### src/rtl/imuq_pkg.sv
// Shared constants, types and helper functions of the IMU feature quantizer.
`timescale 1ns / 1ps
`default_nettype none
package imuq_pkg;

  // Input field widths (defaults for the top-level parameters)
  localparam int ACCEL_BITS_DEF = 18;
  localparam int GYRO_BITS_DEF  = 17;

  // Clamp limits and magnitude widths
  localparam int ACC_MAG_W = 17;
  localparam int GYR_MAG_W = 14;
  localparam logic [ACC_MAG_W-1:0] ACC_LIM = 17'd65536;   // 8 g
  localparam logic [GYR_MAG_W-1:0] GYR_LIM = 14'd16000;   // 500 dps

  // Gyro magnitude: sum of squares and root
  localparam int SUM_W  = 30;
  localparam logic [SUM_W-1:0] SUM_SAT = 30'd256000000;   // GYR_LIM squared
  localparam int RAD_W  = 28;
  localparam int ROOT_W = 14;
  localparam int REM_W  = 15;
  localparam int SQ_PER_STG = 4;
  localparam int SQ_STAGES  = (ROOT_W + SQ_PER_STG - 1) / SQ_PER_STG;

  // Scaling
  localparam int INV_W  = 24;
  localparam int R_W    = 9;                               // rounded magnitude, max 256
  localparam int ACC_P_W = ACC_MAG_W + INV_W;
  localparam int GYR_P_W = GYR_MAG_W + INV_W;
  localparam logic [ACC_P_W:0] ACC_RND = 42'h0_8000_0000; // half of 2^32
  localparam logic [GYR_P_W:0] GYR_RND = 39'd524288000;   // half of 16000 * 2^16
  localparam int GYR_SH  = 23;                             // 16000 * 2^16 = 125 * 2^23
  localparam int U_W     = 15;
  localparam int RCP_W   = 18;
  localparam logic [RCP_W-1:0] GYR_RCP = 18'd134217;      // floor(2^24 / 125)
  localparam int RCP_SH  = 24;
  localparam logic [U_W:0] GYR_DIV = 16'd125;

  // Configuration port
  localparam int CFG_AW = 4;
  localparam logic [1:0] REG_AXIS_MODE  = 2'd0;
  localparam logic [1:0] REG_INV_SCALE  = 2'd1;
  localparam logic [1:0] REG_ZP_OFS     = 2'd2;
  localparam logic MODE_SIX  = 1'b0;
  localparam logic MODE_FOUR = 1'b1;
  localparam logic [INV_W-1:0] INV_SCALE_RST = 24'h800000;
  localparam logic [2:0] CNT_SIX  = 3'd6;
  localparam logic [2:0] CNT_FOUR = 3'd4;

  // Clamped per-axis magnitudes and signs
  typedef struct packed {
    logic [2:0][ACC_MAG_W-1:0] acc_mag;
    logic [2:0]                acc_neg;
    logic [2:0][GYR_MAG_W-1:0] gyr_mag;
    logic [2:0]                gyr_neg;
  } imuq_axes_t;

  // Square-root working set
  typedef struct packed {
    logic [RAD_W-1:0]  rad;
    logic [REM_W-1:0]  rem;
    logic [ROOT_W-1:0] root;
    logic              sat;
  } imuq_sq_t;

  // One restoring root step: bring down two radicand bits, trial subtract.
  function automatic imuq_sq_t sq_step(input imuq_sq_t x);
    imuq_sq_t             y;
    logic [REM_W+1:0]     rem_sh;
    logic [ROOT_W+1:0]    trial;
    y      = x;
    rem_sh = {x.rem, x.rad[RAD_W-1 -: 2]};
    trial  = {x.root, 2'b01};
    y.rad  = {x.rad[RAD_W-3:0], 2'b00};
    if (rem_sh >= {1'b0, trial}) begin
      y.rem  = REM_W'(rem_sh - {1'b0, trial});
      y.root = {x.root[ROOT_W-2:0], 1'b1};
    end else begin
      y.rem  = rem_sh[REM_W-1:0];
      y.root = {x.root[ROOT_W-2:0], 1'b0};
    end
    return y;
  endfunction

  // Apply sign, add zero point, saturate to int8.
  function automatic logic signed [7:0] sat_feature(input logic neg,
                                                    input logic [R_W-1:0] r,
                                                    input logic signed [7:0] zp);
    logic signed [10:0] rs;
    logic signed [10:0] s;
    rs = $signed({2'b00, r});
    s  = neg ? (11'(zp) - rs) : (11'(zp) + rs);
    if (s > 11'sd127) begin
      return 8'sd127;
    end else if (s < -11'sd128) begin
      return -8'sd128;
    end else begin
      return 8'(s);
    end
  endfunction

endpackage
`default_nettype wire

### src/rtl/imuq_front.sv
// Input conditioning: clamp and magnitude of all axes, gyro sum of squares.
`timescale 1ns / 1ps
`default_nettype none
module imuq_front #(
  parameter int ACCEL_BITS = imuq_pkg::ACCEL_BITS_DEF,
  parameter int GYRO_BITS  = imuq_pkg::GYRO_BITS_DEF
) (
  input  logic                                  clk,
  input  logic                                  rst_n,
  input  logic                                  vld_i,
  input  logic [2:0][ACCEL_BITS-1:0]            acc_i,
  input  logic [2:0][GYRO_BITS-1:0]             gyr_i,
  output logic                                  vld_o,
  output imuq_pkg::imuq_axes_t                  axes_o,
  output logic [imuq_pkg::RAD_W-1:0]            rad_o,
  output logic                                  sat_o
);
  import imuq_pkg::*;

  localparam int AXW = ((ACCEL_BITS > ACC_MAG_W) ? ACCEL_BITS : ACC_MAG_W) + 1;
  localparam int GXW = ((GYRO_BITS > GYR_MAG_W) ? GYRO_BITS : GYR_MAG_W) + 1;

  logic [2:0][ACC_MAG_W-1:0] acc_mag_nxt;
  logic [2:0]                acc_neg_nxt;
  logic [2:0][GYR_MAG_W-1:0] gyr_mag_nxt;
  logic [2:0]                gyr_neg_nxt;

  imuq_axes_t axes1_r, axes2_r, axes3_r;
  logic       vld1_r, vld2_r, vld3_r;
  logic [2:0][2*GYR_MAG_W-1:0] sq2_r;
  logic [RAD_W-1:0] rad3_r;
  logic             sat3_r;
  logic [SUM_W-1:0] sum_nxt;

  for (genvar i = 0; i < 3; i++) begin : g_axis
    logic signed [AXW-1:0] a_ext;
    logic [AXW-1:0]        a_abs;
    logic signed [GXW-1:0] g_ext;
    logic [GXW-1:0]        g_abs;

    assign a_ext = AXW'($signed(acc_i[i]));
    assign a_abs = a_ext[AXW-1] ? AXW'(-a_ext) : AXW'(a_ext);
    assign acc_neg_nxt[i] = a_ext[AXW-1];
    assign acc_mag_nxt[i] = (a_abs > AXW'(ACC_LIM)) ? ACC_LIM : a_abs[ACC_MAG_W-1:0];

    assign g_ext = GXW'($signed(gyr_i[i]));
    assign g_abs = g_ext[GXW-1] ? GXW'(-g_ext) : GXW'(g_ext);
    assign gyr_neg_nxt[i] = g_ext[GXW-1];
    // a clamped axis already forces the magnitude to or past the limit
    assign gyr_mag_nxt[i] = (g_abs > GXW'(GYR_LIM)) ? GYR_LIM : g_abs[GYR_MAG_W-1:0];
  end

  assign sum_nxt = SUM_W'(sq2_r[0]) + SUM_W'(sq2_r[1]) + SUM_W'(sq2_r[2]);

  always_ff @(posedge clk) begin
    if (!rst_n) begin
      vld1_r <= 1'b0;
      vld2_r <= 1'b0;
      vld3_r <= 1'b0;
    end else begin
      vld1_r <= vld_i;
      vld2_r <= vld1_r;
      vld3_r <= vld2_r;
    end
  end

  always_ff @(posedge clk) begin
    axes1_r <= '{acc_mag: acc_mag_nxt, acc_neg: acc_neg_nxt,
                 gyr_mag: gyr_mag_nxt, gyr_neg: gyr_neg_nxt};
    for (int i = 0; i < 3; i++) begin
      sq2_r[i] <= (2*GYR_MAG_W)'(axes1_r.gyr_mag[i]) * (2*GYR_MAG_W)'(axes1_r.gyr_mag[i]);
    end
    axes2_r <= axes1_r;
    axes3_r <= axes2_r;
    rad3_r  <= sum_nxt[RAD_W-1:0];
    sat3_r  <= (sum_nxt >= SUM_SAT);
  end

  assign vld_o  = vld3_r;
  assign axes_o = axes3_r;
  assign rad_o  = rad3_r;
  assign sat_o  = sat3_r;

endmodule
`default_nettype wire

### config.mk
export PLATFORM = sky130hd
export DESIGN_NAME = imuq_front
export DESIGN_NICKNAME = d
export VERILOG_FILES = /design/src/rtl/imuq_pkg.sv /design/src/rtl/imuq_front.sv
export SDC_FILE = /design/constraint.sdc
export NUM_CORES = 2
export LEC_CHECK = 0
export BUFFER_PORTS_ARGS = -buffer_cell sky130_fd_sc_hd__buf_4
export CAP_MARGIN = 5
export CORE_MARGIN = 2
export CORE_UTILIZATION = 50
export CTS_CLUSTER_SIZE = 28
export DETAILED_ROUTE_END_ITERATION = 6
export PLACE_DENSITY = 0.79
export SETUP_SLACK_MARGIN = 0.5
export SLEW_MARGIN = 20
export SYNTH_ARGS = -nofsm -noshare
export SYNTH_HDL_FRONTEND = slang
export SYNTH_SLANG_ARGS = --single-unit
### constraint.sdc
create_clock -name clk -period 13.6 [get_ports clk]
set_clock_uncertainty 0.05 [all_clocks]
set_input_delay 0.68 -clock clk [delete_from_list [all_inputs] [get_ports clk]]
set_output_delay 0.68 -clock clk [all_outputs]
set_load 0.01 [all_outputs]
-- After elaboration in Yosys (flattened, before gate mapping)
Cells that the tools add are included.
- register bits: 413
- input port bits: 108
- output and inout bits: 129
- logic and storage cells: 56
- $add $sub $neg: 8
- multipliers: 3
- order comparisons: 7
- mux-type cells: 6
- operator list (operator ; count):
    $mul A14 B14 Y28 ; 3
    $gt A19 B17 Y1 const B ; 3
    $mux W19 ; 3
    $neg A18 Y19 ; 3
    $gt A18 B14 Y1 const B ; 3
    $mux W18 ; 3
    $neg A17 Y18 ; 3
    $add A29 B28 Y30 ; 1
    $ge A30 B28 Y1 const B ; 1
    $add A28 B28 Y29 ; 1

-- Depth between registers and ports, before layout
- depth in word-level cells: 3
- mapped depth: 24
- depth with buffers taken out: 24

-- Least setup slack after synthesis
No wires, ideal clock.
- path type: reg-to-reg
- start point: reg axes1_r[33] (netlist name)
- end point: reg sq2_r[81] (netlist name)
- library setup time: 120 ps
- arrival: 5922 ps
- required time: 13430 ps
- slack: 7508 ps
- stages on the path, launching flop included: 23
- path buffers: 2
- period minus slack after synthesis: 6092 ps
- cell sequence: dfxtp_1 > clkbuf_1 > clkbuf_1 > nand2_1 > fa_1 > fa_1 > inv_1 > fa_1 > inv_1 > fa_1 > inv_1 > fa_1 > fa_1 > ha_1 > a21o_1 > a21o_1 > a21o_1 > a31oi_1 > a31oi_1 > a31o_2 > a31oi_1 > nor3b_1 > a211o_1
- cells in the longest elaborated chain, start to end: 1
- ends and longest elaborated chain (item ; RTL line ; text):
    start: declaration ; imuq_front.sv:28 ; imuq_axes_t axes1_r, axes2_r, axes3_r;
    start signal: assignment ; imuq_front.sv:68 ; axes1_r <= '{acc_mag: acc_mag_nxt, acc_neg: acc_neg_nxt,
    $mul A14 B14 Y28 ; imuq_front.sv:71 ; sq2_r[i] <= (2*GYR_MAG_W)'(axes1_r.gyr_mag[i]) * (2*GYR_MAG_W)'(axes1_r.gyr_mag[i]);
    end signal: indexed assignment ; imuq_front.sv:71 ;
    end: declaration ; imuq_front.sv:30 ; logic [2:0][2*GYR_MAG_W-1:0] sq2_r;
Every way passes these cells.
A chain may end at the register's enable or synchronous reset.

-- Worst setup path in the final report
- start point: reg axes1_r[22] (netlist name)
- end point: reg sq2_r[54] (netlist name)
Same word-level chain as after synthesis.

==> flow_summary.toml <==
[logic_synthesis]
postSynthCellCount = 3117
synth_area_leaders = "dfxtp_1, fa_1, ha_1"
ys_types = 78
synthArstFlopShare = 0
synth_top_area_share = 0.269
ys_seq_elements = 407
synth_top_area_cell = "dfxtp_1"
ys_seq_area_frac = 0.269
synth_edf_count = 0
avgSynthCellArea_um2 = 9.71
synthesis.area_um2 = 30300
ys_warn_count = 0
synthFlopType = "dfxtp_1"

[placed_design]
hpwl_um = 48300
gp_congestion = 0.856
portBuffers = 236

[clocking]
cts_setup_buffers = 0
cts_root_buffer = "clkbuf_16"
cts_hold_buf = 0
htreeDepth = 2
cts_resized = 0
clk_pin_slew_ns = 0.07
tritoncts = "done"
cts_buffers = 43
clk_latency_ns = 0.56
cts_buffer_depth = 3
clock-sinks = 407

[die]
io_pins = 237
dieArea_um2 = 62500
core-area_um2 = 60100
rows = 90
die_w_um = 250
die_h_um = 250
start_util = 0.503

[global_route]
grt_usage = 0.199
grt_pass1_vias = 21500
grt_max_degree = 30
antenna_found_initial = 5
grt_pass1_wl_um = 102000
grt_overflow_total = 0

[layout]
layout_commonest_cell = "inv_1"
layout_common_cells = "inv_1, dfxtp_1, fa_1, ha_1, nand2_1"
n_antenna_cell = 0
fin_util = 0.569
num-nets-final = 4105
area_growth_syn_to_layout_pct = 13.0
drive_gt1_frac = 0.110

[route]
ant_nets = 0
postRouteWirelength_um = 60700
wl_per_cell_um = 14.7
num_vias = 21100
drt_iter0_markers = 912
drcViolationCount = 0
drt_first_pass_iters = 7
drt-vias-per-instance = 5.11

[status]
status = "completed"

[timing]
hold_slack_ns = 0.266
max_freq_ghz = 0.151
fin_setup_tns_ns = 0
hold_viol = 0
max_slew.worst_pin.slew_ns = 0.757
drv_slew = 0
finalSetupViolCount = 0
rsz0062_at_grt = "false"
slew_headroom = 0.494
fin_crit_ns = 6.61
layout_worst_path_cycle_share = 0.486

[setup_path]
worstPathArrival_ns = 7.09
cp-end-kind = "flip-flop"
worst-r2r-setup-slack_ns = 6.99
crit_type = "flip-flop to flip-flop"
crit_required_ns = 14.07
crit_path_start_kind = "flip-flop"
path_max_fanout = 18

[power_and_ir_drop]
total_leakage_power_uw = 0.0174
p_total_uw = 7910
pwr_density_cell_nw_per_um2 = 231
peakVddDrop_mv = 0.186

[hold_path]
hp-class = "flip-flop to flip-flop"

[job]
cap_violations = 0
-- logic make-up (layout without fill, tap and decap cells) --
kind of cell,after synthesis,after routing,share of synthesized area
XOR/XNOR,212,212,0.0614
other,1,3,0.000124
AO/OA/AOI/OAI,399,399,0.0883
buffers and inverters,643,872,0.0803
multiplexers,19,19,0.00653
adder cells (fa/ha/maj),681,681,0.373
flip-flops,407,407,0.269
AND/OR/NAND/NOR,755,755,0.121
-- registers in the layout (all words and copies together) (netlist names) --
register  flops
axes1_r      99
axes_o       99
axes2_r      96
sq2_r        81
rad_o        28
sat_o         1
vld1_r        1
vld2_r        1
vld_o         1
-- path summary, 6_finish.rpt --
check / startpoint / to / cells past startpoint
worst min register to register: axes2_r[59] / axes_o[59] / 0
worst max register to register: axes1_r[22] / sq2_r[54] / 21
worst min-delay path: axes2_r[59] / axes_o[59] / 0
worst max-delay path: axes1_r[22] / sq2_r[54] / 21
-- critical path: stages (launching register included) --
cell and delay (ns):
dfxtp_1 0.72, nand2_1 0.21, xnor2_1 0.18, ha_1 0.22, a31o_2 0.22, fa_1 0.53, inv_1 0.05, fa_1 0.48
fa_1 0.50, fa_1 0.49, inv_1 0.05, fa_1 0.45, ha_1 0.34, a21oi_1 0.17, and2_1 0.16, o211ai_1 0.09
a21oi_1 0.32, a22oi_1 0.19, o311a_1 0.38, o31a_1 0.34, nor4b_1 0.24, a311o_1 0.15
-- Yosys cell counts (all sizes together), types with 21 or more instances --
library cell  count
a21o             37
a21oi            93
inv             559
o31ai            27
nor2            160
nand2b           24
nand3            35
o21ai            82
xor2             99
xnor2           113
ha              312
fa              369
nor2b            25
nor3             29
clkbuf           79
dfxtp           407
nand2           281
or3              21
and2            101
-- per-stage QoR --
stage	cell area [um2]	setup WS (ns)	std cells
floorplan	30300	7.51	3119
global route	34200	6.58	4130
finish	34200	6.99	4130
detailed placement	32700	6.97	4053
global placement	32700	7.19	4053
CTS	34200	6.98	4130
-- layout make-up --
type                       count  area, um2
tap                          782        978
sequential                   407       8150
fill                        5160      25900
multi-input combinational   2069      19700
clock inverter                21        260
inverter                     559       2100
clock buffer                  56       1250
timing repair buffer         236       1770
-- per-layer routing --
| layer | vias to the layer above | global-route usage | routed length (um) |
|---|---|---|---|
| li1 | 10300 | - | - |
| met1 | 10200 | 0.249 | 25600 |
| met2 | 483 | 0.345 | 29800 |
| met3 | 96 | 0.0439 | 3770 |
| met4 | 4 | 0.0563 | 1500 |
| met5 | - | 0 | 22 |
-- where the power goes --
group | switching (uW) | internal (uW) | leakage (uW)
registers | 137 | 1480 | 0.00338
clock network | 485 | 745 | 0.000734
logic | 2870 | 2200 | 0.0133
No activity file was read; power rests on OpenSTA's default activity.
