## src/rtl/imuq_pkg.sv

```systemverilog
// Shared constants, types and helper functions of the IMU feature quantizer.
`timescale 1ns / 1ps
`default_nettype none
package imuq_pkg;

  // Input field widths (defaults for the top-level parameters)
  localparam int ACCEL_BITS_DEF = 18;
  localparam int GYRO_BITS_DEF  = 17;

  // Clamp limits and magnitude widths
  localparam int ACC_MAG_W = 17;
  localparam int GYR_MAG_W = 14;
  localparam logic [ACC_MAG_W-1:0] ACC_LIM = 17'd65536;   // 8 g
  localparam logic [GYR_MAG_W-1:0] GYR_LIM = 14'd16000;   // 500 dps

  // Gyro magnitude: sum of squares and root
  localparam int SUM_W  = 30;
  localparam logic [SUM_W-1:0] SUM_SAT = 30'd256000000;   // GYR_LIM squared
  localparam int RAD_W  = 28;
  localparam int ROOT_W = 14;
  localparam int REM_W  = 15;
  localparam int SQ_PER_STG = 4;
  localparam int SQ_STAGES  = (ROOT_W + SQ_PER_STG - 1) / SQ_PER_STG;

  // Scaling
  localparam int INV_W  = 24;
  localparam int R_W    = 9;                               // rounded magnitude, max 256
  localparam int ACC_P_W = ACC_MAG_W + INV_W;
  localparam int GYR_P_W = GYR_MAG_W + INV_W;
  localparam logic [ACC_P_W:0] ACC_RND = 42'h0_8000_0000; // half of 2^32
  localparam logic [GYR_P_W:0] GYR_RND = 39'd524288000;   // half of 16000 * 2^16
  localparam int GYR_SH  = 23;                             // 16000 * 2^16 = 125 * 2^23
  localparam int U_W     = 15;
  localparam int RCP_W   = 18;
  localparam logic [RCP_W-1:0] GYR_RCP = 18'd134217;      // floor(2^24 / 125)
  localparam int RCP_SH  = 24;
  localparam logic [U_W:0] GYR_DIV = 16'd125;

  // Configuration port
  localparam int CFG_AW = 4;
  localparam logic [1:0] REG_AXIS_MODE  = 2'd0;
  localparam logic [1:0] REG_INV_SCALE  = 2'd1;
  localparam logic [1:0] REG_ZP_OFS     = 2'd2;
  localparam logic MODE_SIX  = 1'b0;
  localparam logic MODE_FOUR = 1'b1;
  localparam logic [INV_W-1:0] INV_SCALE_RST = 24'h800000;
  localparam logic [2:0] CNT_SIX  = 3'd6;
  localparam logic [2:0] CNT_FOUR = 3'd4;

  // Clamped per-axis magnitudes and signs
  typedef struct packed {
    logic [2:0][ACC_MAG_W-1:0] acc_mag;
    logic [2:0]                acc_neg;
    logic [2:0][GYR_MAG_W-1:0] gyr_mag;
    logic [2:0]                gyr_neg;
  } imuq_axes_t;

  // Square-root working set
  typedef struct packed {
    logic [RAD_W-1:0]  rad;
    logic [REM_W-1:0]  rem;
    logic [ROOT_W-1:0] root;
    logic              sat;
  } imuq_sq_t;

  // One restoring root step: bring down two radicand bits, trial subtract.
  function automatic imuq_sq_t sq_step(input imuq_sq_t x);
    imuq_sq_t             y;
    logic [REM_W+1:0]     rem_sh;
    logic [ROOT_W+1:0]    trial;
    y      = x;
    rem_sh = {x.rem, x.rad[RAD_W-1 -: 2]};
    trial  = {x.root, 2'b01};
    y.rad  = {x.rad[RAD_W-3:0], 2'b00};
    if (rem_sh >= {1'b0, trial}) begin
      y.rem  = REM_W'(rem_sh - {1'b0, trial});
      y.root = {x.root[ROOT_W-2:0], 1'b1};
    end else begin
      y.rem  = rem_sh[REM_W-1:0];
      y.root = {x.root[ROOT_W-2:0], 1'b0};
    end
    return y;
  endfunction

  // Apply sign, add zero point, saturate to int8.
  function automatic logic signed [7:0] sat_feature(input logic neg,
                                                    input logic [R_W-1:0] r,
                                                    input logic signed [7:0] zp);
    logic signed [10:0] rs;
    logic signed [10:0] s;
    rs = $signed({2'b00, r});
    s  = neg ? (11'(zp) - rs) : (11'(zp) + rs);
    if (s > 11'sd127) begin
      return 8'sd127;
    end else if (s < -11'sd128) begin
      return -8'sd128;
    end else begin
      return 8'(s);
    end
  endfunction

endpackage
`default_nettype wire

```

## src/rtl/imuq_gyr_scale.sv

```systemverilog
// Gyro lane: magnitude times reciprocal scale, rounded division by 16000 * 2^16.
`timescale 1ns / 1ps
`default_nettype none
module imuq_gyr_scale (
  input  logic                             clk,
  input  logic                             rst_n,
  input  logic                             vld_i,
  input  logic [imuq_pkg::GYR_MAG_W-1:0]   mag_i,
  input  logic                             neg_i,
  input  logic [imuq_pkg::INV_W-1:0]       inv_scale_i,
  output logic                             vld_o,
  output logic [imuq_pkg::R_W-1:0]         r_o,
  output logic                             neg_o
);
  import imuq_pkg::*;

  logic [GYR_P_W-1:0]     prod1_r;
  logic [U_W-1:0]         u2_r, u3_r;
  logic [R_W-1:0]         est3_r, r4_r;
  logic [3:0]             neg_r;
  logic [3:0]             vld_r;
  logic [GYR_P_W:0]       rnd_nxt;
  logic [U_W+RCP_W-1:0]   rcp_nxt;
  logic [U_W:0]           back_nxt;
  logic [U_W:0]           rem_nxt;

  assign rnd_nxt = {1'b0, prod1_r} + GYR_RND;
  // quotient estimate is exact or one low
  assign rcp_nxt  = (U_W+RCP_W)'(u2_r) * (U_W+RCP_W)'(GYR_RCP);
  assign back_nxt = (U_W+1)'(est3_r) * GYR_DIV;
  assign rem_nxt  = (U_W+1)'(u3_r) - back_nxt;

  always_ff @(posedge clk) begin
    if (!rst_n) begin
      vld_r <= '0;
    end else begin
      vld_r <= {vld_r[2:0], vld_i};
    end
  end

  always_ff @(posedge clk) begin
    prod1_r <= GYR_P_W'(mag_i) * GYR_P_W'(inv_scale_i);
    u2_r    <= rnd_nxt[GYR_SH +: U_W];
    u3_r    <= u2_r;
    est3_r  <= rcp_nxt[RCP_SH +: R_W];
    r4_r    <= (rem_nxt >= GYR_DIV) ? est3_r + R_W'(1) : est3_r;
    neg_r   <= {neg_r[2:0], neg_i};
  end

  assign vld_o = vld_r[3];
  assign r_o   = r4_r;
  assign neg_o = neg_r[3];

endmodule
`default_nettype wire

```

## config.mk

```make
export PLATFORM = sky130hd
export DESIGN_NAME = imuq_gyr_scale
export DESIGN_NICKNAME = d
export VERILOG_FILES = /design/src/rtl/imuq_pkg.sv /design/src/rtl/imuq_gyr_scale.sv
export SDC_FILE = /design/constraint.sdc
export NUM_CORES = 1
export LEC_CHECK = 0
export ABC_AREA = 1
export BUFFER_PORTS_ARGS = -buffer_cell sky130_fd_sc_hd__buf_2
export CAP_MARGIN = 10
export CORE_MARGIN = 4
export CORE_UTILIZATION = 44
export DETAILED_ROUTE_END_ITERATION = 8
export SLEW_MARGIN = 10
export SYNTH_ARGS = -nofsm -noshare
export SYNTH_HDL_FRONTEND = slang
export SYNTH_SLANG_ARGS = --single-unit
```

## constraint.sdc

```tcl
create_clock -name clk -period 7.6 [get_ports clk]
set_clock_uncertainty 0.2 [all_clocks]
set_input_delay 0.38 -clock clk [delete_from_list [all_inputs] [get_ports clk]]
set_output_delay 0.38 -clock clk [all_outputs]
set_load 0.1 [all_outputs]
```

After elaboration in Yosys (flattened, before gate mapping)
Index checks and enable logic that the tools add are counted.

cells by class
  $add $sub $neg = 3
  $mul = 3
  $lt $le $gt $ge = 1
  mux-type cells = 1

operators with widths
  operator                  count
  $add A38 B29 Y38 const B  1
  $mul A14 B24 Y38          1
  $mul A15 B18 Y33 const B  1
  $ge A16 B7 Y1 const B     1
  $mul A9 B7 Y16 const B    1
  $sub A15 B16 Y16          1
  $add A9 B1 Y9 const B     1
  $mux W9                   1

storage, ports and cells
  flip-flop bits (word level) = 94
  bits of input ports = 42

Logic depth before layout (Yosys ltp)
Gate-level depths: netlist of the first run.

  depth after elaboration = 4
  depth in mapped cells = 27
  mapped depth without buffers = 26

Least setup slack after synthesis of the first run
No wires, ideal clock.

  path type = input -> register
  from = input mag_i[2] (netlist name)
  to = register prod1_r[33]
  library setup time = 0.112 ns
  data arrival time = 5.098 ns
  required time = 7.288 ns
  setup slack = 2.190 ns
  stages on the path = 22
  path through = clkbuf_1 nand2_1 fa_1 inv_1 fa_1 fa_1 inv_1 fa_1 inv_1 fa_1 inv_1 fa_1 inv_1 ha_1 nand2_1 nor3_1 nand3_1 or2_0 nand2_1 nand2_1 nand3_1 nand2_1

on the way
  cells in the longest elaborated chain, start to end = 1

ends and longest elaborated chain
  what                    line                  RTL
  start: declaration      imuq_gyr_scale.sv:8   input logic [imuq_pkg::GYR_MAG_W-1:0] mag_i,
  $mul A14 B24 Y38        imuq_gyr_scale.sv:42  prod1_r <= GYR_P_W'(mag_i) * GYR_P_W'(inv_scale_i);
  end signal: assignment  imuq_gyr_scale.sv:42
  end: declaration        imuq_gyr_scale.sv:17  logic [GYR_P_W-1:0] prod1_r;

Every way passes these cells.
A chain may end at the register's enable or synchronous reset.

Worst setup path after layout of the first run
  from = input mag_i[2] (netlist name)
  to = register prod1_r[35]

Same word-level chain as after synthesis.

==> impl_metrics.csv, run 1 <==
group,metric,value,unit
yosys,synthXorXnorAreaFrac,0.0196,
timing,relSlewSlack,0.624,
floorplan,die_area,46100,um2
detailed_routing,avgViaCountPerCell,4.89,
yosys,ys.flop_type,"dfxtp_1",
finish,fin_area,19800,um2
clock_tree,clkLatencyLatePin,0.35,ns
detailed_routing,firstDrtPassIters,5,
place,hpwl,37300,um
yosys,async_flop_share,0,
status,status,"completed",
grt,grt_pass1_vias,15800,
grt,grt_max_degree,25,
grt,grt_usage,0.196,
yosys,synth.area.mux_share,0,
clock_tree,cts_resized,0,
clock_tree,numClockSinks,72,
detailed_routing,dr.first_iter.drc_count,785,
finish,layout.nets,3064,
timing,rsz0062_at_grt,"false",
yosys,synthTopCellsByArea,"fa_1, ha_1, inv_1",
yosys,netlist_instances,2410,
yosys,syn_nets,3052,
grt,grt_pass1_wl,75600,um
yosys,synth-simple-area-share,0.179,
yosys,syn_avg_cell_area,7.80,um2
critical_path,critical_path_class,"in -> reg",
critical_path,startpoint_type,"primary input",
yosys,synth_warnings,0,
clock_tree,root_buffer,"clkbuf_16",
clock_tree,numCtsBuffers,9,
finish,n_fill_cell,4283,
floorplan,rows,75,
critical_path,cp.arrival,5.75,ns
critical_path,cp_max_fo,24,
finish,drive_gt1_frac,0.0404,
yosys,ys_seq_area_frac,0.0767,
floorplan,io_pins,53,
place,gp_congestion,0.956,
yosys,synth_top_family_by_area,"adder cells",
yosys,synth_edf_count,0,
yosys,synthAdderAreaFrac,0.533,
critical_path,crit_path_end_kind,"register",
yosys,synth-compound-area-share,0.0468,
detailed_routing,ant_nets,0,
floorplan,fp.dieH,215,um
yosys,yosysUniqueCellTypes,38,
floorplan,core,42100,um2
finish,antennaDiodeCount,0,
timing,worst_slew_pin_slew,0.563,ns
timing,fin_crit_sh,0.746,
grt,grt_overflow,0,
yosys,synth_area,18800,um2
clock_tree,htree_num_levels,3,
place,port_buffers,52,
place,placed_area,19500,um2
timing,max_freq,176,MHz
clock_tree,post_cts_buffers,0,
finish,syn_to_final_growth,5.48,%
grt,antenna_found_initial,2,
floorplan,initial_utilization,0.446,
timing,fin_tns_setup,0,ns
yosys,synth_top_area_share,0.358,
critical_path,critPathRequiredTime,7.68,ns
timing,setup_violations,0,
yosys,yosys.area.top_type,"fa_1",
detailed_routing,vias,14500,
clock_tree,path_clk_slew,0.06,ns
detailed_routing,drc,0,
yosys,synthTopCellsByCount,"inv_1, nand2_1, fa_1",
floorplan,die_width,215,um
clock_tree,cts_tree,"built",
timing,period_needed,5.67,ns
detailed_routing,wl,43500,um
yosys,synth_seq_cells,72,
timing,slew_violations,0,
detailed_routing,post_drt_wl_per_cell,14.7,um
clock_tree,ctsHoldBuffers,1,
timing,final_hold_viol_count,0,
clock_tree,clockBufferDepth,2,
run,maxCapViolCount,0,
hold_path,hold_class,"in -> reg",
yosys,synth.most_common_cell,"inv_1",
[layout by cell type (no fill, tap or decap), types with 29 or more instances in the layout]
master / count
nand4_1: 29
dfxtp_1: 72
a21oi_1: 74
buf_2: 52
fa_1: 336
ha_1: 264
nand2_1: 599
nand3_1: 55
xor2_1: 32
nor2_1: 87
o21ai_0: 40
inv_1: 668
[layer usage]
| metal | GRT usage | wire length [um] |
|---|---|---|
| met5 | 0 | 0 |
| met4 | 0.0380 | 669 |
| met2 | 0.353 | 21400 |
| met1 | 0.258 | 19400 |
| met3 | 0.0212 | 2050 |
[flip-flops by register name (all words and copies together) (netlist names)]
name,count
prod1_r,16
u2_r,15
u3_r,15
est3_r,9
r_o,9
neg_r,4
vld_r,4
[critical path, cell delays in order]
cell and delay, ns:
buf_2 0.45, nand2_1 0.16, fa_1 0.55, inv_1 0.05
fa_1 0.47, fa_1 0.52, inv_1 0.05, fa_1 0.53
inv_1 0.05, fa_1 0.47, inv_1 0.05, fa_1 0.47
inv_1 0.04, ha_1 0.37, nand2_1 0.14, nor2_1 0.21
nand2_1 0.13, nor2_1 0.17, nand4_1 0.16, nand3_1 0.18
xor2_1 0.14
[cell type report]
cell class | count | area (um2) | share of cell area
Multi-Input combinational cell | 1612 | 14600 | 0.738
Inverter | 674 | 2530 | 0.128
Sequential cell | 72 | 1440 | 0.0727
Tap cell | 539 | 674 | 0.0340
Timing Repair Buffer | 53 | 270 | 0.0136
Clock buffer | 11 | 243 | 0.0122
Clock inverter | 5 | 38.8 | 0.00196
[per-stage QoR]
step	setup slack, ns	hold slack, ns	cells	util
after floorplan	2.19	0.110	2410	-
after detailed placement	1.58	0.114	2949	0.464
after CTS	1.96	0.00629	2966	0.471
after global routing	1.66	0.0452	2966	0.471
final	1.93	0.0185	2966	0.471
after global placement	1.66	0.115	2949	0.464
[path summary, 6_finish.rpt]
path                            startpoint           to  slack (ns)  depth (start not counted)
worst max-delay path              mag_i[2]  prod1_r[35]        1.93                         21
worst min-delay path                 vld_i     vld_r[0]        0.02                          3
worst max register to register   est3_r[0]       r_o[1]        2.56                         16
worst min register to register    neg_r[2]     neg_r[3]        0.12                          0
[cell families (layout without fill, tap and decap cells)]
group | after synthesis | count (layout)
compound gates | 155 | 155
xor+xnor | 42 | 42
fa+ha+maj | 600 | 600
buf+inv | 726 | 743
flops | 72 | 72
simple gates | 815 | 815
Power of run 1 is left out: the tool's default activity adds up to more than one toggle a clock period on the data nets, which glitch-free logic cannot reach.
==> run 2: changes to the inputs <==
clock period = 5.8 ns   (was 7.6 ns; I/O delays follow)
==> run 2 against run 1 <==
Effect of this change: global-route usage down 0.22 points; critical path type unchanged; register-to-register slack worse by 1.8 ns; die area unchanged; worst setup slack worse by 1.6 ns; highest routed layer unchanged; final area up 1.5%; critical endpoint is now prod1_r[33].
==> impl_metrics.csv, run 2 (synthesis gave the netlist of run 1 again) <==
group,metric,value,unit
status,status,"completed",
place,hpwl,37400,um
timing,slew_violations,0,
timing,final_hold_viol_count,0,
clock_tree,numClockSinks,72,
finish,antennaDiodeCount,0,
detailed_routing,post_drt_wl_per_cell,14.5,um
critical_path,startpoint_type,"primary input",
detailed_routing,firstDrtPassIters,6,
clock_tree,root_buffer,"clkbuf_16",
timing,timing.hold.ws,0.128,ns
timing,max_freq,184,MHz
finish,final_common_cell,"inv_1",
critical_path,cp_max_fo,16,
timing,fin_crit_sh,0.939,
floorplan,die_width,215,um
clock_tree,cts_tree,"built",
critical_path,worstReg2RegEnd,"r_o[1]",
hold_path,hold_start,"neg_r[2]",
critical_path,critPathRequiredTime,5.84,ns
detailed_routing,met1_length,19100,um
place,gp_congestion,0.897,
detailed_routing,met3_length,1590,um
grt,grt_usage,0.194,
timing,rsz0062_at_grt,"false",
finish,reg_top3,"prod1_r x16, u2_r x15, u3_r x15",
timing,relSlewSlack,0.594,
finish,regMostFlops,"prod1_r",
place,port_buffers,52,
clock_tree,htree_num_levels,3,
floorplan,rows,75,
timing,period_needed,5.45,ns
floorplan,core,42100,um2
detailed_routing,dr.first_iter.drc_count,787,
hold_path,whs_endpoint,"neg_r[3]",
finish,syn_to_final_growth,7.11,%
finish,final_util,0.478,
detailed_routing,wl,43500,um
finish,largest_register_ffs,16,
place,pre_cts_ws,-0.00745,ns
critical_path,rr_startpoint,"est3_r[0]",
critical_path,cp.arrival,5.49,ns
floorplan,die_area,46100,um2
critical_path,critical_path_class,"in -> reg",
grt,grt_overflow,0,
finish,n_fill_cell,4124,
grt,grt_pass1_wl,74700,um
timing,worst_slew_pin_slew,0.609,ns
grt,grt_pass1_vias,15700,
grt,grt_max_degree,25,
finish,layout.nets,3100,
detailed_routing,drc,0,
finish,drive_gt1_frac,0.0540,
floorplan,io_pins,53,
critical_path,r2r_cells,18,
clock_tree,clkLatencyLatePin,0.34,ns
critical_path,rrSetupSlack,0.78,ns
clock_tree,clockBufferDepth,2,
floorplan,fp.dieH,215,um
detailed_routing,ant_nets,0,
clock_tree,post_cts_buffers,0,
grt,antenna_found_initial,1,
finish,seqCellArea,1440,um2
floorplan,initial_utilization,0.446,
hold_path,holdPathStages,0,
finish,final_cell_mix,"inv_1, nand2_1, fa_1, ha_1, nor2_1",
detailed_routing,vias,14700,
detailed_routing,wl_met2,22000,um
run,maxCapViolCount,0,
clock_tree,numCtsBuffers,9,
timing,worst_slack,0.353,ns
finish,multiInputGateArea,14600,um2
detailed_routing,top_layer_used,"met4",
clock_tree,path_clk_slew,0.07,ns
hold_path,hold_class,"reg -> reg",
critical_path,crit_path_end_kind,"register",
detailed_routing,avgViaCountPerCell,4.91,
timing,setup_violations,0,
[run 2: area by class of cell]
| cell class | count | area share |
|---|---|---|
| flip-flops and latches | 72 | 0.0716 |
| inverters | 674 | 0.126 |
| multi-input cells | 1612 | 0.727 |
| repair buffers | 89 | 0.0273 |
| clock buffers | 9 | 0.0112 |
| well taps | 539 | 0.0335 |
| clock inverters | 7 | 0.00385 |
[run 2: worst max-delay path by stage]
stage,startpoint,to,slack (ns),cells after the start
floorplan,mag_i[2],prod1_r[33],0.48,22
global placement,mag_i[2],prod1_r[33],0.1,25
detailed placement,mag_i[2],prod1_r[33],-0.007,25
CTS,mag_i[2],prod1_r[33],0.34,25
global route,mag_i[2],prod1_r[33],0.07,25
finish,mag_i[2],prod1_r[33],0.35,25
[run 2: repair_timing]
item,4_1_cts,5_1_grt
hold buffers,4,0
resized for setup,0,2
setup endpoints to repair,0,2
hold endpoints to repair,5,0
[run 2: worst max-delay path, cell delays in order]
cell,delay [ns]
buf_2,0.24
buf_4,0.21
nand2_1,0.05
inv_1,0.06
fa_1,0.55
inv_1,0.05
fa_1,0.47
inv_1,0.05
fa_1,0.48
fa_1,0.50
fa_1,0.49
inv_1,0.05
fa_1,0.47
inv_1,0.04
ha_1,0.33
nand2_1,0.11
nor2_1,0.16
inv_1,0.09
nor3_2,0.16
nand3_1,0.08
or2_0,0.22
nand2_1,0.12
nand2_1,0.09
nand3_1,0.08
nand2_1,0.05
[run 2: per-layer routing]
layer / global-route usage / vias up
met4: 0.0380 / 0
met1: 0.251 / 7179
met5: 0 / -
li1: - / 7195
met2: 0.358 / 303
met3: 0.0154 / 64
[run 2: metrics by stage]
| stage | setup TNS (ns) | cells | area, um2 |
|---|---|---|---|
| global route | 0 | 3002 | 20100 |
| finish | 0 | 3002 | 20100 |
| detailed placement | -0.00745 | 2982 | 19800 |
| global placement | 0 | 2982 | 19800 |
| floorplan | 0 | 2410 | 18800 |
| CTS | 0 | 3002 | 20100 |
Power of run 2 is left out for the same reason.
