## src/rtl/imuq_pkg.sv

```systemverilog
// Shared constants, types and helper functions of the IMU feature quantizer.
`timescale 1ns / 1ps
`default_nettype none
package imuq_pkg;

  // Input field widths (defaults for the top-level parameters)
  localparam int ACCEL_BITS_DEF = 18;
  localparam int GYRO_BITS_DEF  = 17;

  // Clamp limits and magnitude widths
  localparam int ACC_MAG_W = 17;
  localparam int GYR_MAG_W = 14;
  localparam logic [ACC_MAG_W-1:0] ACC_LIM = 17'd65536;   // 8 g
  localparam logic [GYR_MAG_W-1:0] GYR_LIM = 14'd16000;   // 500 dps

  // Gyro magnitude: sum of squares and root
  localparam int SUM_W  = 30;
  localparam logic [SUM_W-1:0] SUM_SAT = 30'd256000000;   // GYR_LIM squared
  localparam int RAD_W  = 28;
  localparam int ROOT_W = 14;
  localparam int REM_W  = 15;
  localparam int SQ_PER_STG = 4;
  localparam int SQ_STAGES  = (ROOT_W + SQ_PER_STG - 1) / SQ_PER_STG;

  // Scaling
  localparam int INV_W  = 24;
  localparam int R_W    = 9;                               // rounded magnitude, max 256
  localparam int ACC_P_W = ACC_MAG_W + INV_W;
  localparam int GYR_P_W = GYR_MAG_W + INV_W;
  localparam logic [ACC_P_W:0] ACC_RND = 42'h0_8000_0000; // half of 2^32
  localparam logic [GYR_P_W:0] GYR_RND = 39'd524288000;   // half of 16000 * 2^16
  localparam int GYR_SH  = 23;                             // 16000 * 2^16 = 125 * 2^23
  localparam int U_W     = 15;
  localparam int RCP_W   = 18;
  localparam logic [RCP_W-1:0] GYR_RCP = 18'd134217;      // floor(2^24 / 125)
  localparam int RCP_SH  = 24;
  localparam logic [U_W:0] GYR_DIV = 16'd125;

  // Configuration port
  localparam int CFG_AW = 4;
  localparam logic [1:0] REG_AXIS_MODE  = 2'd0;
  localparam logic [1:0] REG_INV_SCALE  = 2'd1;
  localparam logic [1:0] REG_ZP_OFS     = 2'd2;
  localparam logic MODE_SIX  = 1'b0;
  localparam logic MODE_FOUR = 1'b1;
  localparam logic [INV_W-1:0] INV_SCALE_RST = 24'h800000;
  localparam logic [2:0] CNT_SIX  = 3'd6;
  localparam logic [2:0] CNT_FOUR = 3'd4;

  // Clamped per-axis magnitudes and signs
  typedef struct packed {
    logic [2:0][ACC_MAG_W-1:0] acc_mag;
    logic [2:0]                acc_neg;
    logic [2:0][GYR_MAG_W-1:0] gyr_mag;
    logic [2:0]                gyr_neg;
  } imuq_axes_t;

  // Square-root working set
  typedef struct packed {
    logic [RAD_W-1:0]  rad;
    logic [REM_W-1:0]  rem;
    logic [ROOT_W-1:0] root;
    logic              sat;
  } imuq_sq_t;

  // One restoring root step: bring down two radicand bits, trial subtract.
  function automatic imuq_sq_t sq_step(input imuq_sq_t x);
    imuq_sq_t             y;
    logic [REM_W+1:0]     rem_sh;
    logic [ROOT_W+1:0]    trial;
    y      = x;
    rem_sh = {x.rem, x.rad[RAD_W-1 -: 2]};
    trial  = {x.root, 2'b01};
    y.rad  = {x.rad[RAD_W-3:0], 2'b00};
    if (rem_sh >= {1'b0, trial}) begin
      y.rem  = REM_W'(rem_sh - {1'b0, trial});
      y.root = {x.root[ROOT_W-2:0], 1'b1};
    end else begin
      y.rem  = rem_sh[REM_W-1:0];
      y.root = {x.root[ROOT_W-2:0], 1'b0};
    end
    return y;
  endfunction

  // Apply sign, add zero point, saturate to int8.
  function automatic logic signed [7:0] sat_feature(input logic neg,
                                                    input logic [R_W-1:0] r,
                                                    input logic signed [7:0] zp);
    logic signed [10:0] rs;
    logic signed [10:0] s;
    rs = $signed({2'b00, r});
    s  = neg ? (11'(zp) - rs) : (11'(zp) + rs);
    if (s > 11'sd127) begin
      return 8'sd127;
    end else if (s < -11'sd128) begin
      return -8'sd128;
    end else begin
      return 8'(s);
    end
  endfunction

endpackage
`default_nettype wire

```

## src/rtl/imuq_isqrt.sv

```systemverilog
// Pipelined restoring integer square root of the gyro sum of squares.
`timescale 1ns / 1ps
`default_nettype none
module imuq_isqrt (
  input  logic                            clk,
  input  logic                            rst_n,
  input  logic                            vld_i,
  input  logic [imuq_pkg::RAD_W-1:0]      rad_i,
  input  logic                            sat_i,
  output logic                            vld_o,
  output logic [imuq_pkg::ROOT_W-1:0]     root_o,
  output logic                            sat_o
);
  import imuq_pkg::*;

  imuq_sq_t             sq_r  [SQ_STAGES];
  logic [SQ_STAGES-1:0] vld_r;

  for (genvar s = 0; s < SQ_STAGES; s++) begin : g_stg
    imuq_sq_t stg_in;
    imuq_sq_t stg_nxt;

    if (s == 0) begin : g_head
      assign stg_in = '{rad: rad_i, rem: '0, root: '0, sat: sat_i};
    end else begin : g_body
      assign stg_in = sq_r[s-1];
    end

    always_comb begin
      stg_nxt = stg_in;
      for (int j = 0; j < SQ_PER_STG; j++) begin
        if (s * SQ_PER_STG + j < ROOT_W) begin
          stg_nxt = sq_step(stg_nxt);
        end
      end
    end

    always_ff @(posedge clk) begin
      sq_r[s] <= stg_nxt;
    end
  end

  always_ff @(posedge clk) begin
    if (!rst_n) begin
      vld_r <= '0;
    end else begin
      vld_r <= {vld_r[SQ_STAGES-2:0], vld_i};
    end
  end

  assign vld_o  = vld_r[SQ_STAGES-1];
  assign root_o = sq_r[SQ_STAGES-1].root;
  assign sat_o  = sq_r[SQ_STAGES-1].sat;

endmodule
`default_nettype wire

```

## config.mk

```make
export PLATFORM = sky130hd
export DESIGN_NAME = imuq_isqrt
export DESIGN_NICKNAME = d
export VERILOG_FILES = /design/src/rtl/imuq_pkg.sv /design/src/rtl/imuq_isqrt.sv
export SDC_FILE = /design/constraint.sdc
export NUM_CORES = 1
export LEC_CHECK = 0
export ABC_AREA = 1
export BUFFER_PORTS_ARGS = -buffer_cell sky130_fd_sc_hd__buf_2
export CAP_MARGIN = 20
export CORE_MARGIN = 2
export CORE_UTILIZATION = 45
export CTS_CLUSTER_SIZE = 16
export DETAILED_ROUTE_END_ITERATION = 16
export GPL_TIMING_DRIVEN = 0
export MAX_ROUTING_LAYER = met4
export PLACE_DENSITY = 0.6
export SYNTH_ARGS = -nofsm -noshare
export SYNTH_HDL_FRONTEND = slang
export SYNTH_SLANG_ARGS = --single-unit
export TNS_END_PERCENT = 1
```

## constraint.sdc

```tcl
create_clock -name clk -period 9.15 [get_ports clk]
set_clock_uncertainty 0.15 [all_clocks]
set_input_delay 1.83 -clock clk [delete_from_list [all_inputs] [get_ports clk]]
set_output_delay 1.83 -clock clk [all_outputs]
set_load 0.005 [all_outputs]
```

Word level (Yosys, flattened, before mapping):

Memory sizes are Yosys's and may differ from the RTL's.
Index checks and enable logic that the tools add are counted.

* register bits after elaboration: 4
* latch bits: 0
* RAM bits: 216
* bits in read-only memories: 0
* bits of input ports: 32
* word-level logic and storage cells: 44
* memories: 1

* add/sub/neg operators: 14
* multipliers: 0
* divide/modulo/power cells: 0
* order comparisons: 14
* eq/ne operators: 0
* shift operators: 0
* mux-type cells: 14
* bitwise gates (word level): 0
* reductions and logical operators: 0

Memories
* sq_r: words 4, width 54, read ports 4, clocked after Yosys merged registers in 0, wr ports 4, RTL line imuq_isqrt.sv:16 `imuq_sq_t sq_r [SQ_STAGES];`

Operators by type and width (number)
* two-way mux 29 bit: 14
* greater-or-equal comparator 17 x 16 -> 1 bit: 13
* subtractor 15 bit: 13
* subtractor 2 x 1 -> 3 bit (second input constant): 1
* greater-or-equal comparator 2 x 1 -> 1 bit (second input constant): 1

Longest topological paths before layout:

Gate-level depths: netlist of run 1.
An unclocked memory read counts as a cell.

* word-level depth: 9
* gate-level depth with buffers: 52

Least setup slack after synthesis of run 1:

Ideal clock, no wire load.

* path type: register -> register
* from: mem sq_r[1][3] (netlist bit)
* to: mem sq_r[2][27] (netlist bit)
* library setup time: 0.113 ns
* data arrival time: 6.587 ns
* data required time: 8.887 ns
* slack: 2.300 ns
* cell stages (with the launch flop): 46
* buffers on the path: 5
* period minus slack after synthesis: 6.850 ns
* path through: dfxtp_1 -> inv_1 -> ha_1 -> a21oi_1 -> nand2_1 -> nand2_1 -> nand3_2 -> a21oi_2 -> clkbuf_1 -> o21ai_0 -> ha_1 -> a21oi_1 -> nor2_1 -> nor2_1 -> nand2_1 -> nand2_1 -> nand2_2 -> buf_6 -> (+10 left out) -> nand2_1 -> nand3_2 -> clkinv_1 -> buf_2 -> nand2_1 -> o21ai_0 -> ha_1 -> nand2_1 -> nor4_1 -> and3_1 -> nand2_1 -> nor2_1 -> nor2_1 -> nand2_1 -> buf_6 -> inv_4 -> nand2_1 -> nand2_1

RTL lines (RTL line)
* start: declaration: imuq_isqrt.sv:16

==> results of run 1 <==
[area by class of cell]
cell class	instances	area, sq um	share of cell area (%)
tap	330	413	3.24
timing repair buffer	47	235	1.85
sequential	127	2540	20.0
multi-input combinational	1403	7760	60.9
clock inverter	14	169	1.33
clock buffer	18	439	3.45
buffer	19	146	1.15
inverter	273	1030	8.09
[worst paths after layout]
| kind | end | cells past startpoint | from | slack, ps |
|---|---|---|---|---|
| worst max register to register | sq_r[2][17]$_DFF_P_ | 47 | sq_r[1][7]$_DFF_P_ | 730 |
| worst min register to register | sq_r[2][0]$_DFF_P_ | 0 | sq_r[1][0]$_DFF_P_ | 170 |
| worst max-delay path | sq_r[2][17]$_DFF_P_ | 47 | sq_r[1][7]$_DFF_P_ | 730 |
| worst min-delay path | sq_r[2][0]$_DFF_P_ | 0 | sq_r[1][0]$_DFF_P_ | 170 |
[logic make-up after synthesis]
group / Yosys count / share of synthesized area [%]
buffers and inverters: 292 / 10.2
AOI/OAI and AO/OA: 237 / 11.5
xor gates and xnor gates: 79 / 6.04
DFF: 127 / 22.2
adders and majority gates: 116 / 12.7
other: 1 / 0.0327
and+or+nand+nor: 970 / 37.3
[sequential cells by signal (all words and copies together), names as in the netlist]
register  flops
sq_r        123
vld_r         4
[routing by layer]
metal	GRT usage, %	part of all wire (%)	vias to the layer above
li1	-	-	5990
met1	30.0	46	5004
met2	42.5	48	196
met3	3.07	3.1	54
met4	9.25	3.0	0
met5	-	0	-
[power breakdown]
part / total (mW) / switching [mW] / internal [mW] / leakage [nW]
Sequential: 0.756 / 0.0808 / 0.675 / 1.06
Combinational: 2.40 / 1.58 / 0.819 / 5.56
Clock: 0.699 / 0.281 / 0.418 / 0.290
[cells in the final DEF, fill, tap and decap left out, types with 35 or more instances in the layout]
cell type,n
inv_1,261
nand3_1,131
xnor2_1,35
nand2_1,534
ha_1,116
nor2_1,160
buf_2,49
xor2_1,44
dfxtp_1,127
a21oi_1,96
o21ai_0,86
[Yosys cell counts, drive strengths merged, types with 8 or more instances]
master / instances
a21oi: 107
a31oi: 9
xnor2: 35
nand3b: 10
buf: 11
nand2: 563
nor3: 24
o21ai: 92
nand4: 33
dfxtp: 127
clkbuf: 8
inv: 271
ha: 116
or2: 8
nor2: 182
nand3: 142
xor2: 44
[metrics by stage]
stage          std cells  setup WS (ps)  util [%]
2_1_floorplan       1822           2300         -
5_1_grt             2231           54.8      50.7
6_report            2231            730      50.7
4_1_cts             2231           41.5      50.6
3_5_place_dp        2199           63.0      48.2
3_3_place_gp        2199           83.0      48.2
[timing repair]
action	CTS	global route
endpoints found under the setup margin	0	16
resized for setup	0	12
setup buffers	0	0
==> flow_metrics.env, run 1 <==
export IMPL_synth_flop_cell="dfxtp_1"
export IMPL_cp_common_cell="nand2_1"
export IMPL_leakage_nw=6.92
export IMPL_ys_async_sr_fraction_pct=0
export IMPL_hp_class="reg -> reg"
export IMPL_critPathCaptureType="register"
export IMPL_drv_cap=0
export IMPL_startpoint_type="register"
export IMPL_cts_hold_buffers=0
export IMPL_fin_area_sq_um=12700
export IMPL_cts_tree="done"
export IMPL_netlist_top_cells_area="dfxtp_1 22%, nand2_1 18%, ha_1 13%"
export IMPL_synth_cell_type_count=51
export IMPL_crit_family="simple AND/OR/NAND/NOR gates"
export IMPL_root_buffer="clkbuf_16"
export IMPL_numCtsBuffers=17
export IMPL_crit_slowest_cell="ha_1"
export IMPL_clk_latency_ps=430
export IMPL_clock_sinks=127
export IMPL_cp_num_buf_inv=10
export IMPL_syn_inst=1822
export IMPL_ys_ff_latch=127
export IMPL_htree_levels=4
export IMPL_die_area_sq_um=26700
export IMPL_hold_slack_ps=171
export IMPL_drtPass1Iterations=5
export IMPL_synth_top_area_cell="dfxtp_1"
export IMPL_wl_per_cell_microns=14.0
export IMPL_yosysWarnings=0
export IMPL_synth_edf_count=0
export IMPL_dp_hpwl_mm=25.7
export IMPL_synth_nets=1970
export IMPL_rows=58
export IMPL_routed_wl_mm=31.1
export IMPL_critPathMaxStageDelay_ps=410
export IMPL_antenna_found_initial=0
export IMPL_synth_top_cell_area_share_pct=22.2
export IMPL_grt_overflow=0
export IMPL_syn_cell_area_sq_um=11500
export IMPL_status="complete, no violations"
export IMPL_fin_crit_ps=8420
export IMPL_final_nets=2036
export IMPL_report_final_slew_viol_count=0
export IMPL_finalPower_mw=3.86
export IMPL_seq_area_frac_synth_pct=22.2
export IMPL_layout_drive_gt1_share_pct=9.99
export IMPL_grt_pass1_wl_mm=51.1
export IMPL_crit_type="reg -> reg"
export IMPL_die_w_microns=164
export IMPL_core_area_sq_um=25100
export IMPL_period_share_pct=92.0
export IMPL_rsz0062_at_grt="false"
export IMPL_ant_nets=0
export IMPL_hold_violations=0
export IMPL_port_buffers=47
export IMPL_area_delta_synth_final_pct=11.3
export IMPL_placed_cell_area_sq_um=12100
export IMPL_grtUsageTotal_pct=24.9
export IMPL_finalSetupTns_ps=0
export IMPL_cellPowerDensity_nw_per_um2=303
export IMPL_worst_slew_pin_slew_ps=648
export IMPL_grt_max_degree=17
export IMPL_arrival_ps=8600
export IMPL_synth_avg_cell_area_sq_um=6.28
export IMPL_nFillCells=2664
export IMPL_routed_via_count=11200
export IMPL_viasPerCell=5.04
export IMPL_clk_pin_slew_worst_paths_ps=60
export IMPL_die_y_microns=164
export IMPL_max_freq_mhz=119
export IMPL_worstPathRequired_ps=9330
export IMPL_initial_core_util_pct=45.6
export IMPL_io_pins=48
export IMPL_antenna_cells=0
export IMPL_setup_viol=0
export IMPL_cts_path_max_buffers=2
export IMPL_place_gp_congestion=0.969
export IMPL_grt_pass1_vias=10600
export IMPL_drtIter0Drc=612
export IMPL_slew_headroom_pct=56.6
export IMPL_critPathMaxFanout=12
export IMPL_peakVddDrop_v=0.000157
export IMPL_route_detailed_drc=0
(Power assumes the default switching activity.)
==> run 2: changes to the inputs <==
--- a/config.mk
+++ b/config.mk
@@ -10,6 +10,7 @@
 export CAP_MARGIN = 20
 export CORE_MARGIN = 2
 export CORE_UTILIZATION = 45
+export CTS_BUF_LIST = sky130_fd_sc_hd__clkbuf_8
 export CTS_CLUSTER_SIZE = 16
 export DETAILED_ROUTE_END_ITERATION = 16
 export GPL_TIMING_DRIVEN = 0
==> flow_metrics.env, run 2 (same netlist as run 1, synthesis figures left out) <==
export IMPL_cts_tree="done"
export IMPL_hp_class="reg -> reg"
export IMPL_drv_cap=0
export IMPL_mostFrequentLayoutCell="nand2_1"
export IMPL_grtUsageTotal_pct=24.8
export IMPL_die_w_microns=164
export IMPL_fin_crit_ps=8380
export IMPL_final_nets=2036
export IMPL_layout_drive_gt1_share_pct=9.99
export IMPL_ant_nets=0
export IMPL_crit_slowest_cell="ha_1"
export IMPL_grt_overflow=0
export IMPL_arrival_ps=8580
export IMPL_period_share_pct=91.5
export IMPL_status="complete, no violations"
export IMPL_critPathMaxStageDelay_ps=410
export IMPL_worstHoldStart="sq_r[1][0]$_DFF_P_"
export IMPL_grt_pass1_wl_mm=50.9
export IMPL_regMostFlops="sq_r"
export IMPL_routed_via_count=11200
export IMPL_cts_path_max_buffers=2
export IMPL_setup_viol=0
export IMPL_leakage_nw=6.83
export IMPL_rows=58
export IMPL_crit_type="reg -> reg"
export IMPL_nFillCells=2698
export IMPL_cp_common_cell="nand2_1"
export IMPL_viasPerCell=5.04
export IMPL_hold_violations=0
export IMPL_dp_hpwl_mm=25.7
export IMPL_antenna_cells=0
export IMPL_reg2reg_slack_ps=770
export IMPL_finalPower_mw=3.67
export IMPL_wl_per_cell_microns=13.9
export IMPL_core_area_sq_um=25100
export IMPL_clock_sinks=127
export IMPL_hold_slack_ps=173
export IMPL_max_freq_mhz=119
export IMPL_grt_pass1_vias=10600
export IMPL_startpoint_type="register"
export IMPL_setup_ws_ps=775
export IMPL_rr_startpoint="sq_r[1][7]$_DFF_P_"
export IMPL_crit_start="sq_r[1][7]$_DFF_P_"
export IMPL_holdPathEnd="sq_r[2][0]$_DFF_P_"
export IMPL_pre_cts_ws_ps=63.0
export IMPL_worstPathRequired_ps=9360
export IMPL_routed_wl_mm=31.0
export IMPL_area_delta_synth_final_pct=9.58
export IMPL_die_y_microns=164
export IMPL_route_detailed_drc=0
export IMPL_r2r_cells=47
export IMPL_critPathMaxFanout=12
export IMPL_reg_top3="sq_r x123, vld_r x4"
export IMPL_root_buffer="clkbuf_8"
export IMPL_layout_common_cells="534 x nand2_1, 261 x inv_1, 160 x nor2_1"
export IMPL_peakVddDrop_v=0.000182
export IMPL_largest_reg_flops=123
export IMPL_die_area_sq_um=26700
export IMPL_numCtsBuffers=17
export IMPL_critPathCaptureType="register"
export IMPL_antenna_found_initial=0
export IMPL_grt_max_degree=17
export IMPL_slew_headroom_pct=57.2
export IMPL_cts_setup_buffers=0
export IMPL_initial_core_util_pct=45.6
export IMPL_htree_levels=4
export IMPL_reg2reg_to="sq_r[2][17]$_DFF_P_"
export IMPL_drtIter0Drc=583
export IMPL_clk_latency_ps=460
export IMPL_drtPass1Iterations=5
export IMPL_place_gp_congestion=0.969
export IMPL_worst_hold_path_num_cells=0
export IMPL_clk_pin_slew_worst_paths_ps=90
export IMPL_rsz0062_at_grt="false"
export IMPL_worst_slew_pin_slew_ps=639
export IMPL_io_pins=48
export IMPL_cellPowerDensity_nw_per_um2=292
export IMPL_port_buffers=47
export IMPL_report_final_slew_viol_count=0
export IMPL_finalSetupTns_ps=0
==> run 2: how the worst max path moves through the flow <==
stage	endpoint	depth (start not counted)
CTS	sq_r[2][15]$_DFF_P_	48
global route	sq_r[2][20]$_DFF_P_	48
detailed placement	sq_r[2][15]$_DFF_P_	48
global placement	sq_r[2][17]$_DFF_P_	46
finish	sq_r[2][17]$_DFF_P_	47
floorplan	sq_r[2][27]$_DFF_P_	45
==> run 2: through the flow <==
step | std cells | instance area, sq um | util (%)
after global placement | 2199 | 12100 | 48.2
after floorplan | 1822 | 11500 | -
after detailed placement | 2199 | 12100 | 48.2
after CTS | 2231 | 12500 | 49.8
after global routing | 2231 | 12500 | 50.0
final | 2231 | 12500 | 50.0
==> run 2: where the power goes <==
group / internal [mW] / total [mW] / switching, mW
Combinational: 0.818 / 2.40 / 1.58
Clock: 0.259 / 0.518 / 0.259
Sequential: 0.674 / 0.755 / 0.0809
Total: 1.75 / 3.67 / 1.92
==> run 2: metal layers <==
layer  global-route usage (%)  routed length (microns)  up-vias
met5                        -                        0        -
met1                     29.9                    14200     4982
met3                     3.17                     1130       56
li1                         -                        -     5986
met4                     8.97                      928        0
met2                     42.3                    14800      218
==> run 2: cell type report <==
cell class                 instances  area, sq um  share of cell area (%)
multi-input combinational       1403         7760                    61.9
sequential                       127         2540                    20.3
inverter                         273         1030                    8.22
clock inverter                    14          169                    1.35
timing repair buffer              47          235                    1.87
clock buffer                      18          248                    1.97
buffer                            19          146                    1.17
tap                              330          413                    3.29
==> run 2: worst max-delay path, delay by kind of cell, from the launching register on <==
| kind | cells | cell delay, ps |
|---|---|---|
| DFF | 1 | 400 |
| adders and majority gates | 4 | 1560 |
| and+or+nand+nor | 24 | 2560 |
| buffers and inverters | 10 | 1810 |
| AOI/OAI and AO/OA | 9 | 1800 |
==> run 2: what timing repair did <==
action / in CTS / in global routing
gates resized for setup: 0 / 12
setup endpoints to repair: 0 / 16
hold buffers: 0 / 0
endpoints found under the hold margin: 0 / 0
